--- config.mk ---
export PLATFORM = sky130hd
export DESIGN_NAME = one_wire_master_sensor_read
export DESIGN_NICKNAME = d
export VERILOG_FILES = /design/src/rtl/core/owm_pkg.sv /design/src/rtl/core/owm_cfg_regs.sv /design/src/rtl/core/owm_step.sv /design/src/rtl/core/owm_out_buf.sv /design/src/rtl/core/one_wire_master_sensor_read.sv
export SDC_FILE = /design/constraint.sdc
export NUM_CORES = 1
export LEC_CHECK = 0
export ABC_AREA = 1
export BUFFER_PORTS_ARGS = -buffer_cell sky130_fd_sc_hd__buf_2
export CAP_MARGIN = 20
export CELL_PAD_IN_SITES_DETAIL_PLACEMENT = 1
export CELL_PAD_IN_SITES_GLOBAL_PLACEMENT = 1
export CORE_MARGIN = 2
export CORE_UTILIZATION = 44
export DETAILED_ROUTE_END_ITERATION = 10
export PLACE_DENSITY_LB_ADDON = 0.1
export SLEW_MARGIN = 20
export SYNTH_ARGS = -nofsm -noshare
export SYNTH_HDL_FRONTEND = slang
export SYNTH_HIERARCHICAL = 1
export SYNTH_SLANG_ARGS = --single-unit
--- constraint.sdc ---
create_clock -name clk -period 4.6 [get_ports clk]
set_input_delay 0 -clock clk [delete_from_list [all_inputs] [get_ports clk]]
set_output_delay 0 -clock clk [all_outputs]
set_load 0.01 [all_outputs]
--- src/rtl/core/owm_pkg.sv ---
// Shared types, register indexes, command codes and timing helpers for the
// one-wire bus master. Every other file of the block uses this package.
// Depends on nothing.
package owm_pkg;

  // Width of the phase timer; every phase length saturates at 2^TIMER_BITS - 1.
  localparam int TIMER_BITS = 20;
  // Width of the configuration data bus (widest register).
  localparam int CFG_W      = 20;
  localparam int CFG_IDX_W  = 3;
  localparam int IN_W       = 16;
  localparam int OUT_W      = 32;

  typedef logic [TIMER_BITS-1:0] timer_t;

  // Configuration register indexes.
  localparam logic [CFG_IDX_W-1:0] REG_RESET_LOW      = 3'd0;
  localparam logic [CFG_IDX_W-1:0] REG_PRESENCE_WAIT  = 3'd1;
  localparam logic [CFG_IDX_W-1:0] REG_RESET_RECOVERY = 3'd2;
  localparam logic [CFG_IDX_W-1:0] REG_WRITE_ONE_LOW  = 3'd3;
  localparam logic [CFG_IDX_W-1:0] REG_SLOT           = 3'd4;
  localparam logic [CFG_IDX_W-1:0] REG_READ_LOW       = 3'd5;
  localparam logic [CFG_IDX_W-1:0] REG_CONVERT_WAIT   = 3'd6;

  // Command codes.
  localparam logic [2:0] CMD_NONE    = 3'd0;
  localparam logic [2:0] CMD_RESET   = 3'd1;
  localparam logic [2:0] CMD_WRITE   = 3'd2;
  localparam logic [2:0] CMD_READ    = 3'd3;
  localparam logic [2:0] CMD_MEASURE = 3'd4;

  // Steps of the measure sequence.
  localparam logic [3:0] STEP_RESET_A    = 4'd0;
  localparam logic [3:0] STEP_SKIP_A     = 4'd1;
  localparam logic [3:0] STEP_CONVERT    = 4'd2;
  localparam logic [3:0] STEP_WAIT       = 4'd3;
  localparam logic [3:0] STEP_RESET_B    = 4'd4;
  localparam logic [3:0] STEP_SKIP_B     = 4'd5;
  localparam logic [3:0] STEP_READ_SCR   = 4'd6;
  localparam logic [3:0] STEP_READ_LSB   = 4'd7;
  localparam logic [3:0] STEP_READ_MSB   = 4'd8;

  // Bus command bytes sent by the measure sequence.
  localparam logic [7:0] ROM_SKIP        = 8'hCC;
  localparam logic [7:0] CONVERT_T       = 8'h44;
  localparam logic [7:0] READ_SCRATCHPAD = 8'hBE;

  typedef enum logic [8:0] {
    PH_IDLE     = 9'b000000001,
    PH_RST_LOW  = 9'b000000010,
    PH_RST_WAIT = 9'b000000100,
    PH_RST_REC  = 9'b000001000,
    PH_WR_LOW   = 9'b000010000,
    PH_WR_REL   = 9'b000100000,
    PH_RD_LOW   = 9'b001000000,
    PH_RD_REC   = 9'b010000000,
    PH_CONV     = 9'b100000000
  } phase_t;

  typedef struct packed {
    logic [9:0]  reset_low_ticks;
    logic [9:0]  presence_wait_ticks;
    logic [9:0]  reset_recovery_ticks;
    logic [5:0]  write_one_low_ticks;
    logic [9:0]  slot_ticks;
    logic [5:0]  read_low_ticks;
    logic [19:0] convert_wait_ticks;
  } cfg_t;

  typedef struct packed {
    logic [2:0] cmd;
    logic [7:0] tx_byte;
    logic       line_level;
  } in_item_t;

  typedef struct packed {
    logic        drive_low;
    logic        busy_res;
    logic        done_res;
    logic        presence;
    logic [7:0]  rx_byte;
    logic [15:0] temperature_raw;
  } out_item_t;

  localparam logic [CFG_W+TIMER_BITS-1:0] TIMER_MAX_W =
    {{CFG_W{1'b0}}, {TIMER_BITS{1'b1}}};

  // Phase length from a register value: optionally at least one tick,
  // saturated to the timer range.
  function automatic timer_t len_of(input logic [CFG_W-1:0] v, input logic min_one);
    logic [CFG_W+TIMER_BITS-1:0] w;
    w = {{TIMER_BITS{1'b0}}, v};
    if (min_one && (v == '0)) begin
      w = {{(CFG_W+TIMER_BITS-1){1'b0}}, 1'b1};
    end
    if (w > TIMER_MAX_W) begin
      w = TIMER_MAX_W;
    end
    return w[TIMER_BITS-1:0];
  endfunction

endpackage

--- src/rtl/core/owm_cfg_regs.sv ---
// Configuration register file of the one-wire bus master.
// Depends on owm_pkg for the register indexes and the cfg_t layout.
module owm_cfg_regs (
  input  logic                          clk,
  input  logic                          rst,
  input  logic                          wr_en,
  input  logic [owm_pkg::CFG_IDX_W-1:0] wr_index,
  input  logic [owm_pkg::CFG_W-1:0]     wr_data,
  output owm_pkg::cfg_t                 cfg
);

  always_ff @(posedge clk) begin
    if (rst) begin
      cfg.reset_low_ticks      <= 10'd480;
      cfg.presence_wait_ticks  <= 10'd80;
      cfg.reset_recovery_ticks <= 10'd400;
      cfg.write_one_low_ticks  <= 6'd1;
      cfg.slot_ticks           <= 10'd60;
      cfg.read_low_ticks       <= 6'd2;
      cfg.convert_wait_ticks   <= 20'd200000;
    end else if (wr_en) begin
      // Indexes beyond the list are dropped.
      unique case (wr_index)
        owm_pkg::REG_RESET_LOW:      cfg.reset_low_ticks      <= wr_data[9:0];
        owm_pkg::REG_PRESENCE_WAIT:  cfg.presence_wait_ticks  <= wr_data[9:0];
        owm_pkg::REG_RESET_RECOVERY: cfg.reset_recovery_ticks <= wr_data[9:0];
        owm_pkg::REG_WRITE_ONE_LOW:  cfg.write_one_low_ticks  <= wr_data[5:0];
        owm_pkg::REG_SLOT:           cfg.slot_ticks           <= wr_data[9:0];
        owm_pkg::REG_READ_LOW:       cfg.read_low_ticks       <= wr_data[5:0];
        owm_pkg::REG_CONVERT_WAIT:   cfg.convert_wait_ticks   <= wr_data[19:0];
        default: ;
      endcase
    end
  end

endmodule

--- src/rtl/core/owm_step.sv ---
// Bus sequencer of the one-wire master: holds the phase state and works out
// one tick's result from the registered tick. Depends on owm_pkg.
module owm_step (
  input  logic               clk,
  input  logic               rst,
  input  logic               fire,
  input  owm_pkg::in_item_t  tick,
  input  owm_pkg::cfg_t      cfg,
  output owm_pkg::out_item_t result
);

  owm_pkg::phase_t phase, phase_next;
  owm_pkg::timer_t tick_count, tick_count_next;
  logic [2:0]  bit_index, bit_index_next;
  logic [7:0]  shift_byte, shift_byte_next;
  logic [3:0]  sequence_step, sequence_step_next;
  logic [15:0] word_accumulator, word_accumulator_next;
  logic        presence_flag, presence_flag_next;
  logic [2:0]  command_kind, command_kind_next;
  logic [7:0]  rx_latch, rx_latch_next;
  logic [15:0] temp_latch, temp_latch_next;

  owm_pkg::timer_t len_rst_low, len_pres, len_rec, len_one, len_slot, len_rd, len_conv;

  always_comb begin
    len_rst_low = owm_pkg::len_of(owm_pkg::CFG_W'(cfg.reset_low_ticks), 1'b1);
    len_pres    = owm_pkg::len_of(owm_pkg::CFG_W'(cfg.presence_wait_ticks), 1'b1);
    len_rec     = owm_pkg::len_of(owm_pkg::CFG_W'(cfg.reset_recovery_ticks), 1'b0);
    len_one     = owm_pkg::len_of(owm_pkg::CFG_W'(cfg.write_one_low_ticks), 1'b1);
    len_slot    = owm_pkg::len_of(owm_pkg::CFG_W'(cfg.slot_ticks), 1'b1);
    len_rd      = owm_pkg::len_of(owm_pkg::CFG_W'(cfg.read_low_ticks), 1'b1);
    len_conv    = owm_pkg::len_of(owm_pkg::CFG_W'(cfg.convert_wait_ticks), 1'b0);
  end

  logic       prim_end;
  logic       done;
  logic       busy;
  logic       drive;
  logic       cur_bit;
  logic [3:0] step_sel;

  always_comb begin
    phase_next            = phase;
    tick_count_next       = tick_count;
    bit_index_next        = bit_index;
    shift_byte_next       = shift_byte;
    sequence_step_next    = sequence_step;
    word_accumulator_next = word_accumulator;
    presence_flag_next    = presence_flag;
    command_kind_next     = command_kind;
    rx_latch_next         = rx_latch;
    temp_latch_next       = temp_latch;
    prim_end              = 1'b0;
    done                  = 1'b0;
    step_sel              = '0;

    // A command is taken only on an idle tick and acts on that same tick.
    if ((phase == owm_pkg::PH_IDLE) && (tick.cmd >= owm_pkg::CMD_RESET) &&
        (tick.cmd <= owm_pkg::CMD_MEASURE)) begin
      command_kind_next  = tick.cmd;
      sequence_step_next = owm_pkg::STEP_RESET_A;
      tick_count_next    = '0;
      bit_index_next     = '0;
      if ((tick.cmd == owm_pkg::CMD_RESET) || (tick.cmd == owm_pkg::CMD_MEASURE)) begin
        presence_flag_next = 1'b1;
      end
      unique case (tick.cmd)
        owm_pkg::CMD_WRITE: begin
          shift_byte_next = tick.tx_byte;
          phase_next      = owm_pkg::PH_WR_LOW;
        end
        owm_pkg::CMD_READ: begin
          shift_byte_next = '0;
          phase_next      = owm_pkg::PH_RD_LOW;
        end
        owm_pkg::CMD_MEASURE: begin
          word_accumulator_next = '0;
          phase_next            = owm_pkg::PH_RST_LOW;
        end
        default: begin
          phase_next = owm_pkg::PH_RST_LOW;
        end
      endcase
    end

    busy    = (phase_next != owm_pkg::PH_IDLE);
    drive   = (phase_next == owm_pkg::PH_RST_LOW) || (phase_next == owm_pkg::PH_WR_LOW) ||
              (phase_next == owm_pkg::PH_RD_LOW);
    cur_bit = shift_byte_next[0];

    if (busy) begin
      tick_count_next = tick_count_next + owm_pkg::timer_t'(1);
    end

    unique case (phase_next)
      owm_pkg::PH_RST_LOW: begin
        if (tick_count_next >= len_rst_low) begin
          phase_next      = owm_pkg::PH_RST_WAIT;
          tick_count_next = '0;
        end
      end
      owm_pkg::PH_RST_WAIT: begin
        if (tick_count_next >= len_pres) begin
          if (tick.line_level) begin
            presence_flag_next = 1'b0;
          end
          if (len_rec == '0) begin
            prim_end = 1'b1;
          end else begin
            phase_next      = owm_pkg::PH_RST_REC;
            tick_count_next = '0;
          end
        end
      end
      owm_pkg::PH_RST_REC: begin
        if (tick_count_next >= len_rec) begin
          prim_end = 1'b1;
        end
      end
      owm_pkg::PH_WR_LOW: begin
        if (tick_count_next >= (cur_bit ? len_one : len_slot)) begin
          phase_next      = owm_pkg::PH_WR_REL;
          tick_count_next = '0;
        end
      end
      owm_pkg::PH_WR_REL: begin
        if (tick_count_next >= (cur_bit ? len_slot : owm_pkg::timer_t'(1))) begin
          shift_byte_next = {1'b0, shift_byte_next[7:1]};
          if (bit_index_next == 3'd7) begin
            prim_end = 1'b1;
          end else begin
            bit_index_next  = bit_index_next + 3'd1;
            phase_next      = owm_pkg::PH_WR_LOW;
            tick_count_next = '0;
          end
        end
      end
      owm_pkg::PH_RD_LOW: begin
        if (tick_count_next >= len_rd) begin
          phase_next      = owm_pkg::PH_RD_REC;
          tick_count_next = '0;
        end
      end
      owm_pkg::PH_RD_REC: begin
        // Sample on the first released tick of the slot.
        if ((tick_count_next == owm_pkg::timer_t'(1)) && tick.line_level) begin
          shift_byte_next[bit_index_next] = 1'b1;
        end
        if (tick_count_next >= len_slot) begin
          if (bit_index_next == 3'd7) begin
            prim_end = 1'b1;
          end else begin
            bit_index_next  = bit_index_next + 3'd1;
            phase_next      = owm_pkg::PH_RD_LOW;
            tick_count_next = '0;
          end
        end
      end
      owm_pkg::PH_CONV: begin
        if (tick_count_next >= len_conv) begin
          prim_end = 1'b1;
        end
      end
      default: begin
        phase_next      = owm_pkg::PH_IDLE;
        tick_count_next = '0;
      end
    endcase

    // End of a bus primitive: either launch the next measure step or finish.
    if (prim_end) begin
      if (command_kind_next == owm_pkg::CMD_MEASURE) begin
        if (sequence_step_next == owm_pkg::STEP_READ_LSB) begin
          word_accumulator_next = {8'd0, shift_byte_next};
        end else if (sequence_step_next == owm_pkg::STEP_READ_MSB) begin
          word_accumulator_next = word_accumulator_next | {shift_byte_next, 8'd0};
          temp_latch_next       = word_accumulator_next;
        end
        step_sel = sequence_step_next + 4'd1;
        if (step_sel <= owm_pkg::STEP_READ_MSB) begin
          if ((step_sel == owm_pkg::STEP_WAIT) && (len_conv == '0)) begin
            step_sel = owm_pkg::STEP_RESET_B;
          end
          sequence_step_next = step_sel;
          tick_count_next    = '0;
          bit_index_next     = '0;
          unique case (step_sel)
            owm_pkg::STEP_RESET_A, owm_pkg::STEP_RESET_B: begin
              phase_next = owm_pkg::PH_RST_LOW;
            end
            owm_pkg::STEP_SKIP_A, owm_pkg::STEP_SKIP_B: begin
              shift_byte_next = owm_pkg::ROM_SKIP;
              phase_next      = owm_pkg::PH_WR_LOW;
            end
            owm_pkg::STEP_CONVERT: begin
              shift_byte_next = owm_pkg::CONVERT_T;
              phase_next      = owm_pkg::PH_WR_LOW;
            end
            owm_pkg::STEP_WAIT: begin
              phase_next = owm_pkg::PH_CONV;
            end
            owm_pkg::STEP_READ_SCR: begin
              shift_byte_next = owm_pkg::READ_SCRATCHPAD;
              phase_next      = owm_pkg::PH_WR_LOW;
            end
            default: begin
              shift_byte_next = '0;
              phase_next      = owm_pkg::PH_RD_LOW;
            end
          endcase
        end else begin
          sequence_step_next = '0;
          phase_next         = owm_pkg::PH_IDLE;
          tick_count_next    = '0;
          done               = 1'b1;
        end
      end else begin
        if (command_kind_next == owm_pkg::CMD_READ) begin
          rx_latch_next = shift_byte_next;
        end
        sequence_step_next = '0;
        phase_next         = owm_pkg::PH_IDLE;
        tick_count_next    = '0;
        done               = 1'b1;
      end
    end

    result.drive_low       = drive;
    result.busy_res        = busy;
    result.done_res        = done;
    result.presence        = presence_flag_next;
    result.rx_byte         = rx_latch_next;
    result.temperature_raw = temp_latch_next;
  end

  always_ff @(posedge clk) begin
    if (rst) begin
      phase            <= owm_pkg::PH_IDLE;
      tick_count       <= '0;
      bit_index        <= '0;
      shift_byte       <= '0;
      sequence_step    <= '0;
      word_accumulator <= '0;
      presence_flag    <= 1'b0;
      command_kind     <= owm_pkg::CMD_NONE;
      rx_latch         <= '0;
      temp_latch       <= '0;
    end else if (fire) begin
      phase            <= phase_next;
      tick_count       <= tick_count_next;
      bit_index        <= bit_index_next;
      shift_byte       <= shift_byte_next;
      sequence_step    <= sequence_step_next;
      word_accumulator <= word_accumulator_next;
      presence_flag    <= presence_flag_next;
      command_kind     <= command_kind_next;
      rx_latch         <= rx_latch_next;
      temp_latch       <= temp_latch_next;
    end
  end

endmodule

--- src/rtl/core/owm_out_buf.sv ---
// Two-entry result queue that parts the sequencer from the output channel.
// Depends on owm_pkg for the result layout.
module owm_out_buf (
  input  logic               clk,
  input  logic               rst,
  input  logic               push,
  input  owm_pkg::out_item_t push_item,
  output logic               full,
  output logic               valid,
  input  logic               ready,
  output owm_pkg::out_item_t head
);

  owm_pkg::out_item_t entry [2];
  logic       wr_ptr;
  logic       rd_ptr;
  logic [1:0] count;
  logic       pop;

  assign pop   = valid && ready;
  assign valid = (count != 2'd0);
  assign full  = (count == 2'd2);
  assign head  = entry[rd_ptr];

  always_ff @(posedge clk) begin
    if (push) begin
      entry[wr_ptr] <= push_item;
    end
  end

  always_ff @(posedge clk) begin
    if (rst) begin
      wr_ptr <= 1'b0;
      rd_ptr <= 1'b0;
      count  <= 2'd0;
    end else begin
      if (push) begin
        wr_ptr <= ~wr_ptr;
      end
      if (pop) begin
        rd_ptr <= ~rd_ptr;
      end
      if (push && !pop) begin
        count <= count + 2'd1;
      end else if (pop && !push) begin
        count <= count - 2'd1;
      end
    end
  end

endmodule

--- src/rtl/core/one_wire_master_sensor_read.sv ---
// Top level of the one-wire bus master with temperature sensor sequence.
// Depends on owm_pkg, owm_cfg_regs, owm_step and owm_out_buf.
//
// Each request on the slave stream is one microsecond tick: an optional
// command, a byte to send and the sampled bus level. For every tick the
// master stream delivers exactly one result request: whether to pull the
// bus low on that tick, the busy and done flags, the presence flag, the
// last byte read and the last raw temperature word (12.4 format).
// Commands: reset with presence detect, write byte, read byte and measure.
// Measure runs reset, skip ROM, convert, the conversion wait, reset, skip
// ROM, read scratchpad and two byte reads, least significant byte first.
// The configuration channel writes the seven timing registers; it is always
// ready and should be used only while the master is idle.
// A tick accepted is held in the input register, worked through the
// sequencer and written into the result queue, which raises tvalid.
// The master takes one tick per cycle while the result queue has room.
// A two-entry result queue absorbs receiver stalls; once it and the input
// register are full, s_axis_tready falls until a result is taken again.
// Reset clears the queue, the sequencer to idle and the registers to their
// default timings (480, 80, 400, 1, 60, 2 and 200000 ticks).
module one_wire_master_sensor_read (
  input  logic                          clk,
  input  logic                          rst,
  // Tick requests. tdata fields from bit 0: cmd[2:0], tx_byte[10:3],
  // line_level[11], zero padding[15:12].
  input  logic                          s_axis_tvalid,
  output logic                          s_axis_tready,
  input  logic [owm_pkg::IN_W-1:0]      s_axis_tdata,
  // Result requests. tdata fields from bit 0: drive_low[0], busy_res[1],
  // done_res[2], presence[3], rx_byte[11:4], temperature_raw[27:12],
  // zero padding[31:28].
  output logic                          m_axis_tvalid,
  input  logic                          m_axis_tready,
  output logic [owm_pkg::OUT_W-1:0]     m_axis_tdata,
  // Configuration writes.
  input  logic                          cfg_valid,
  output logic                          cfg_ready,
  input  logic [owm_pkg::CFG_IDX_W-1:0] cfg_index,
  input  logic [owm_pkg::CFG_W-1:0]     cfg_data
);

  owm_pkg::cfg_t      cfg;
  owm_pkg::in_item_t  in_q;
  logic               in_q_valid;
  owm_pkg::out_item_t step_result;
  owm_pkg::out_item_t head;
  logic               buf_full;
  logic               fire;
  logic               s_accept;

  assign cfg_ready = 1'b1;

  owm_cfg_regs u_cfg (
    .clk      (clk),
    .rst      (rst),
    .wr_en    (cfg_valid && cfg_ready),
    .wr_index (cfg_index),
    .wr_data  (cfg_data),
    .cfg      (cfg)
  );

  // The input register moves on whenever the queue has room; a new tick can
  // enter in the same cycle as the held one is processed.
  assign fire          = in_q_valid && !buf_full;
  assign s_axis_tready = !in_q_valid || !buf_full;
  assign s_accept      = s_axis_tvalid && s_axis_tready;

  always_ff @(posedge clk) begin
    if (rst) begin
      in_q_valid <= 1'b0;
    end else if (s_accept) begin
      in_q_valid <= 1'b1;
    end else if (fire) begin
      in_q_valid <= 1'b0;
    end
  end

  always_ff @(posedge clk) begin
    if (s_accept) begin
      in_q.cmd        <= s_axis_tdata[2:0];
      in_q.tx_byte    <= s_axis_tdata[10:3];
      in_q.line_level <= s_axis_tdata[11];
    end
  end

  owm_step u_step (
    .clk    (clk),
    .rst    (rst),
    .fire   (fire),
    .tick   (in_q),
    .cfg    (cfg),
    .result (step_result)
  );

  owm_out_buf u_out (
    .clk       (clk),
    .rst       (rst),
    .push      (fire),
    .push_item (step_result),
    .full      (buf_full),
    .valid     (m_axis_tvalid),
    .ready     (m_axis_tready),
    .head      (head)
  );

  assign m_axis_tdata = {4'd0, head.temperature_raw, head.rx_byte, head.presence,
                         head.done_res, head.busy_res, head.drive_low};

endmodule

Word level (Yosys, flattened, before mapping):

Memory sizes are Yosys's and may differ from the RTL's. A register that Yosys moved wholly into a read port is not among the register bits.
Index checks and enable logic that the tools add are counted.

* register bits: 177
* memory bits (writable): 56
* input port bits: 44
* logic and storage cells: 233
* memories: 1

* add/sub/neg operators: 5
* $lt $le $gt $ge: 18
* equal/unequal tests: 34
* muxes and demuxes: 105
* bitwise operators: 4
* reductions and logical operators: 42

Memories
* u_out.entry: words 2, width 28, read ports 1, clocked after memory_dff 1, write ports 1, RTL line owm_out_buf.sv:14 `owm_pkg::out_item_t entry [2];`

Operators by type and width (count)
* two-way mux 20 bit: 18
* two-way mux 16 bit: 10
* >= comparator 20 bit: 7
* one-hot mux 20 bit (7 select lines): 1
* two-way mux 9 bit: 13
* two-way mux 8 bit: 9
* one-hot mux 9 bit (7 select lines): 1
* greater-than comparator 10 x 20 -> 1 bit, second input constant: 2
* greater-than comparator 40 x 20 -> 1 bit, second input constant: 1
* greater-than comparator 6 x 20 -> 1 bit, second input constant: 2
* logical NOT 20 bit: 2
* two-way mux 4 bit: 8
* one-hot mux 8 bit (2 select lines): 2
* one-hot mux 8 bit (4 select lines): 1
* logical NOT 10 bit: 3
* two-way mux 10 bit: 3
* one-hot mux 9 bit (3 select lines): 1
* two-way mux 3 bit: 8
* two-way mux 1 bit: 22
* adder 20 x 1 -> 20 bit, second input constant: 1
* equality test 20 x 1 -> 1 bit, second input constant: 1
* >= comparator 20 x 10 -> 1 bit: 1
* equality test 3 bit, second input constant: 6
* equality test 4 x 3 -> 1 bit, second input constant: 4
* 44 further kinds: 81

Logic depth before layout (Yosys ltp):

Gate-level depths: netlist of the first run.

* depth after elaboration: 17
* mapped depth: 44
* depth with buffers taken out: 41

Hierarchy:

Netlist of the first run, hierarchy kept.

By module, submodules not included
* owm_step: instances 1, cells an instance 1524, area an instance 9075.0 sq um
* owm_cfg_regs: instances 1, cells an instance 402, area an instance 2811.4 sq um
* owm_out_buf: instances 1, cells an instance 122, area an instance 2354.8 sq um
* one_wire_master_sensor_read: instances 1, cells an instance 26, area an instance 456.7 sq um

Worst setup path before layout of the first run:

No wires, ideal clock.

* path kind: reg-to-reg
* start point: register in_q[10] (netlist bit)
* end point: memory u_out/entry[0][10] (netlist bit), data pin
* arrival: 4027 ps
* required time: 4347 ps
* path slack: 320 ps
* stages on the path, launching flop included: 37
* buffers on the path: 5
* cells stage by stage: edfxtp_1 o21ai_0 nand2_1 nand3_4 buf_8 buf_6 buf_6 nand2_1 inv_1 ha_1 inv_1 nor3_1 xor2_1 nand2_1 o21ai_0 inv_1 ha_1 nand2_1 nand2_1 nand2_1 nand3b_1 nand2_1 clkinv_1 nand2_1 nand2_1 nand2_1 nand2_1 nand2_1 nand3_2 buf_6 buf_6 o211ai_2 nand2_1 inv_1 nand4_1 nand2_1 inv_1

RTL lines
* from (decl): RTL line one_wire_master_sensor_read.sv:43 `owm_pkg::in_item_t in_q;`
* to (decl): RTL line owm_out_buf.sv:14

==> out/metrics.cfg, run 1 <==
[status]
status = finished clean

[sta]
hold_ws_ns = 0.0239
max_freq_mhz = 226
min_period_over_period_pct = 96.4
skew_ns = 0.0105
totalNegativeSetupSlack_ns = 0
rsz0062_at_grt = true
slew_headroom_pct = 29.9
setup_viol = 0
period_needed_ns = 4.43
worst_pin_slew_ns = 1.05
slew_viol_final = 0
hold_viol_final = 0
worst_slack_ns = 0.167

[synth]
synthSimpleGateAreaFrac_pct = 33.3
yosys.area.top_type_share_pct = 22.6
netlist_instances = 2074
synthAdderAreaFrac_pct = 7.32
synth_commonest_cells = nand2_1 (530), inv_1 (271), nor2_1 (253), nand3_1 (171), dfxtp_1 (166)
synth-compound-area-share_pct = 8.98
synth_ff_type = dfxtp_1
synthXorXnorAreaFrac_pct = 0.349
synth_edf_count = 68
async_flop_share_pct = 0
ys_seq_area_share_pct = 36.5
synth_mux_area_share_pct = 2.72
synthTopCellsByArea = dfxtp_1 (23%), edfxtp_1 (14%), nand2_1 (14%)
synth.most_common_cell = nand2_1
ys_warn_count = 6
syn_area_um2 = 14700
synth_top_family_by_area = simple AND/OR/NAND/NOR gates
syn-mean-instance-area_um2 = 7.09
synth_top_area_cell = dfxtp_1
synth_seq_cells = 234
synth_cell_type_count = 64

[cells_and_area]
seq_area_um2 = 5370
multi_input_area_um2 = 8230
final_cell_area_um2 = 17800
layout-drive-gt1-share_pct = 18.2
fillers = 4232
area_growth_pct = 20.8
nets = 2351
insertedDiodeCount = 0
fin_cells = 2683

[detailed_routing]
wl_um = 47600
drt_first_pass_iters = 5
wl_per_cell_um = 17.7
vias = 14139
ant_nets = 0
drt_iter0_markers = 666
drc_errors = 0
routed_via_density = 5.27

[global_routing]
grt_pass1_wl_um = 75300
overflow = 0
grt_max_degree = 73
grt_antenna_before_repair = 0
grtUsageTotal_pct = 26.3
grt_pass1_vias = 14757

[setup_path]
slowest_delay_ns = 0.50
end_kind = register
cp-startpoint = in_q[9]$_DFFE_PP_
worstPathRequired_ns = 5.05
r2r-start = in_q[9]$_DFFE_PP_
cp_slowest_cell = edfxtp_1
crit_fanout = 7
critPathKind = register to register
start_kind = register
cp.arrival_ns = 4.88
crit_top_cell = nand2_1
ff2ff_setup_slack_ns = 0.17

[power_and_ir_drop]
power_frac_comb_pct = 27.6
power.share.sequential_pct = 37.4
cellLeakagePower_nw = 8.38
power.switching_w = 0.00212
pwr_density_cell_nw_per_um2 = 361
p_sw_share_pct = 33.1
pwr-share-clk_pct = 35.0
p_int_w = 0.00428
ir_drop_mv = 0.299

[placement]
io_buffers = 69
hpwl_um = 33700
dpl-instance-area_um2 = 15700
dpl.cell_count = 2570
globalplace.congestion = 0.865
dp_slack_ns = -0.0835

[min_path]
hp-class = primary input to register
min_from = cfg_index[0]

[die]
io_pins = 79
core-area_um2 = 32700
dieHeight_um = 187
dieArea_um2 = 34900
fp.dieW_um = 187
start_util_pct = 44.9
num_rows = 66

[cts]
cts_buffers = 27
clockRootBuffer = clkbuf_16
htree_levels = 1
cts.sinks = 234
cts_buffer_depth = 3
cts_tree = yes
clk_pin_slew_ns = 0.06
insertion_delay_ns = 0.56

[run]
maxCapViolCount = 0

[per-layer routing]
| metal | global-route usage, % | vias up | share of wire (%) |
|---|---|---|---|
| li1 | - | 7007 | - |
| met1 | 30.9 | 6757 | 42 |
| met2 | 48.4 | 255 | 51 |
| met3 | 2.60 | 120 | 2.9 |
| met4 | 11.4 | 0 | 4.5 |
| met5 | 0 | - | 0 |
[critical path: cells and delay by family (launching register included)]
family / cells / cell delay (ns)
simple gates: 30 / 2.57
buf+inv: 4 / 0.53
flops: 1 / 0.50
compound gates: 3 / 0.45
fa+ha+maj: 1 / 0.26
[power groups by stage]
stage	sequential (W)	clock [W]	combinational, W
final	0.00240	0.00224	0.00177
after global routing	0.00241	0.00235	0.00197
after CTS	0.00239	0.00229	0.00166
after detailed placement	0.00244	0	0.00160
after global placement	0.00242	0	0.00154
after floorplan	0.00238	0	0.00117
[final cells by class]
| type | count | area share [%] |
|---|---|---|
| Clock inverter | 12 | 0.895 |
| Tap cell | 442 | 3.11 |
| Sequential cell | 234 | 30.2 |
| Timing Repair Buffer | 194 | 8.85 |
| Clock buffer | 37 | 4.30 |
| Multi-Input combinational cell | 1471 | 46.4 |
| Inverter | 293 | 6.25 |
[per-stage QoR]
stage               power [W]  util, %
finish                0.00640     54.3
detailed placement    0.00404     48.0
CTS                   0.00634     52.3
global placement      0.00396     48.0
floorplan             0.00355        -
global route          0.00673     54.3
[layout by cell type (no fill, tap or decap), types with 48 or more instances in the layout]
cell type | synthesis | layout
buf_4 | 14 | 65
inv_1 | 271 | 262
dfxtp_1 | 166 | 164
edfxtp_1 | 68 | 68
ha_1 | 86 | 83
o21ai_0 | 65 | 57
buf_2 | 16 | 69
nand2_1 | 530 | 501
a21oi_1 | 95 | 87
nand4_1 | 48 | 48
nor2_1 | 253 | 240
nand3_1 | 171 | 163
[registers in the layout, summed over array words and instances (netlist names), 2 cells and up, named ones only]
register,flops
u_out/entry,56
u_step/rx_latch,8
u_step/tick_count,20
u_step/word_accumulator,16
u_step/command_kind,3
in_q,12
u_cfg/cfg,72
u_step/sequence_step,4
u_step/temp_latch,16
u_step/shift_byte,8
u_out/count,2
u_step/phase,9
u_step/bit_index,3
[path summary, 6_finish.rpt]
kind | end | cells past startpoint
setup reg to reg | u_step/temp_latch[3]$_SDFFE_PP0P_ | 38
setup / recovery | u_step/temp_latch[3]$_SDFFE_PP0P_ | 38
hold / removal | u_cfg/cfg[64]$_SDFFE_PP0P_ | 5
hold reg to reg | u_step/word_accumulator[11]$_SDFFE_PP0P_ | 2
[timing repair]
item,CTS,global route
hold buffers,38,0
pin swaps,2,46
resized for setup,13,115
endpoints found under the hold margin,84,0
endpoints found under the setup margin,105,135
gates cloned,0,4
buffers inserted,3,19
[cell families after synthesis]
kind of cell    Yosys count
compound gates          235
xor+xnor                  5
fa+ha+maj                86
buf+inv                 373
flops                   234
mux                      29
other cells               2
simple gates           1110
Note: power is estimated with default switching activity, not from simulation.
==> run 2: changes to the inputs <==
- CORE_UTILIZATION: 44 -> 40
- HOLD_SLACK_MARGIN: unset -> 0.12
- SYNTH_HIERARCHICAL: 1 -> unset
==> run 2 against run 1 <==
Sequential cell count is the same. Clock skew grew 0.0054 ns. Critical path depth shrank 8. Utilization shrank 3.6 points. Non-clock buffer count grew 43. Critical endpoint is now u_step.word_accumulator[15]$_SDFFE_PP0P_. Largest cell class unchanged.
==> out/metrics.cfg, run 2 <==
[status]
status = finished clean

[setup_path]
cp.arrival_ns = 4.90
start_kind = register
crit_top_cell = nand2_4
reg2reg_depth = 30
crit_fanout = 7
endpoint = u_step.word_accumulator[15]$_SDFFE_PP0P_
critPathKind = register to register
slowest_delay_ns = 0.45
ff2ff_setup_slack_ns = 0.20
r2r_end = u_step.word_accumulator[15]$_SDFFE_PP0P_
worstPathRequired_ns = 5.10
cp_slowest_cell = edfxtp_1
cp-startpoint = in_q[9]$_DFFE_PP_
r2r-start = in_q[9]$_DFFE_PP_
end_kind = register

[synth]
synthSimpleGateAreaFrac_pct = 26.5
netlist_instances = 1894
synth_top_family_by_area = simple AND/OR/NAND/NOR gates
synthXorXnorAreaFrac_pct = 0.629
synthAdderAreaFrac_pct = 8.36
synth_edf_count = 68
synth_top_area_cell = dfxtp_1
synth_seq_cells = 234
synth-compound-area-share_pct = 13.6
syn-mean-instance-area_um2 = 7.35
synthTopCellsByArea = dfxtp_1 (24%), edfxtp_1 (15%), nand2_1 (12%)
synth_ff_type = dfxtp_1
ys_warn_count = 0
syn_area_um2 = 13900
async_flop_share_pct = 0
synth_mux_area_share_pct = 2.27
ys_seq_area_share_pct = 38.6
synth.most_common_cell = nand2_1
synth_commonest_cells = nand2_1 (443), inv_1 (255), dfxtp_1 (166), a21oi_1 (156), nor2_1 (155)
synth_cell_type_count = 50
yosys.area.top_type_share_pct = 23.9

[detailed_routing]
drt_iter0_markers = 607
drt_first_pass_iters = 7
wl_per_cell_um = 17.8
wl_um = 45700
routed_via_density = 5.24
drc_errors = 0
vias = 13445
ant_nets = 0

[sta]
worst_pin_slew_ns = 0.923
rsz0062_at_grt = true
hold_viol_final = 0
worst_slack_ns = 0.203
slew_headroom_pct = 38.5
max_freq_mhz = 227
skew_ns = 0.0159
setup_viol = 0
slew_viol_final = 0
totalNegativeSetupSlack_ns = 0
min_period_over_period_pct = 95.6
period_needed_ns = 4.40

[placement]
io_buffers = 69
dpl-instance-area_um2 = 15200
dp_slack_ns = -0.133
hpwl_um = 31900
globalplace.congestion = 0.831

[cts]
clk_pin_slew_ns = 0.06
cts.sinks = 234
cts_buffer_depth = 3
htree_levels = 1
cts_tree = yes
cts_buffers = 28
insertion_delay_ns = 0.57
clockRootBuffer = clkbuf_16

[global_routing]
grt_antenna_before_repair = 0
grt_pass1_vias = 13638
grt_pass1_wl_um = 71400
grtUsageTotal_pct = 24.8
overflow = 0
grt_max_degree = 90

[cells_and_area]
final_cell_area_um2 = 17400
insertedDiodeCount = 0
layout-drive-gt1-share_pct = 18.7
top_register = u_cfg.cfg
final_common_cell = nand2_1
utilization_pct = 50.7
final_cell_mix = nand2_1 (430), inv_1 (241), dfxtp_1 (165), nor2_1 (143), a21oi_1 (140)
top_regs = u_cfg.cfg x72, u_out.entry x56, u_step.tick_count x20
nets = 2228
area_growth_pct = 25.2
largest_reg_flops = 72

[die]
dieHeight_um = 191
fp.dieW_um = 191
dieArea_um2 = 36300
io_pins = 79
core-area_um2 = 34400
num_rows = 68
start_util_pct = 40.5

[run]
maxCapViolCount = 0

[min_path]
min_from = s_axis_tdata[1]
hp-class = primary input to register

[power_and_ir_drop]
cellLeakagePower_nw = 8.08
ir_drop_mv = 0.340
pwr_density_cell_nw_per_um2 = 441

-- run 2: final cells by class --
| cell class | instances | area (um2) |
|---|---|---|
| clock buffers | 31 | 722 |
| clock inverters | 20 | 282 |
| fillers | 4281 | 16900 |
| inverters | 268 | 1010 |
| multi-input cells | 1322 | 7550 |
| flip-flops and latches | 234 | 5370 |
| well taps | 455 | 569 |
| repair buffers | 237 | 1920 |
-- run 2: layer usage --
layer  part of all wire [%]  wire, um  track usage (%)
met5                      0         0                0
met3                    3.1      1410             2.87
met2                     46     21200             41.0
met1                     49     22400             34.4
met4                    1.7       757             5.87
-- run 2: cells by family after synthesis --
logic type / count (synthesis)
DFF: 234
adders and majority gates: 93
AOI/OAI and AO/OA: 347
muxes: 28
and+or+nand+nor: 839
xor gates and xnor gates: 10
buffers and inverters: 341
other: 2
-- run 2: worst min-delay path by stage --
stage,cells after the start,endpoint,slack (ns)
after floorplan,0,in_q[0]$_DFFE_PP_,0.1
after global placement,1,in_q[3]$_DFFE_PP_,0.18
after detailed placement,1,in_q[6]$_DFFE_PP_,0.18
after CTS,2,in_q[5]$_DFFE_PP_,0.12
after global routing,2,in_q[11]$_DFFE_PP_,0.15
final,2,in_q[10]$_DFFE_PP_,0.16
-- run 2: what timing repair did --
item	in CTS	in global routing
hold buffers	59	0
pin swaps	1	40
setup buffers	1	19
gates resized for setup	12	121
hold endpoints to repair	121	0
endpoints found under the setup margin	115	135
gates cloned	0	2
-- run 2: through the flow --
| stage | power, W | cells | hold slack [ns] |
|---|---|---|---|
| 6_report | 0.00768 | 2567 | 0.162 |
| 5_1_grt | 0.00813 | 2567 | 0.152 |
| 4_1_cts | 0.00746 | 2546 | 0.123 |
| 3_5_place_dp | 0.00494 | 2435 | 0.178 |
| 3_3_place_gp | 0.00484 | 2435 | 0.183 |
| 2_1_floorplan | 0.00404 | 1897 | 0.0989 |
-- run 2: where the power goes --
| part | switching [W] | internal, W | total (W) |
|---|---|---|---|
| clock | 0.000957 | 0.00147 | 0.00243 |
| sequential | 0.0000846 | 0.00234 | 0.00242 |
| combinational | 0.00175 | 0.00109 | 0.00283 |
-- run 2: critical path: cells and delay by family, from the launching register on --
kind	cells	cell delay (ns)
AO/OA/AOI/OAI	6	0.90
XOR/XNOR	1	0.20
adder cells (fa/ha/maj)	1	0.30
buffers and inverters	7	0.91
flip-flops	1	0.45
AND/OR/NAND/NOR	15	1.58
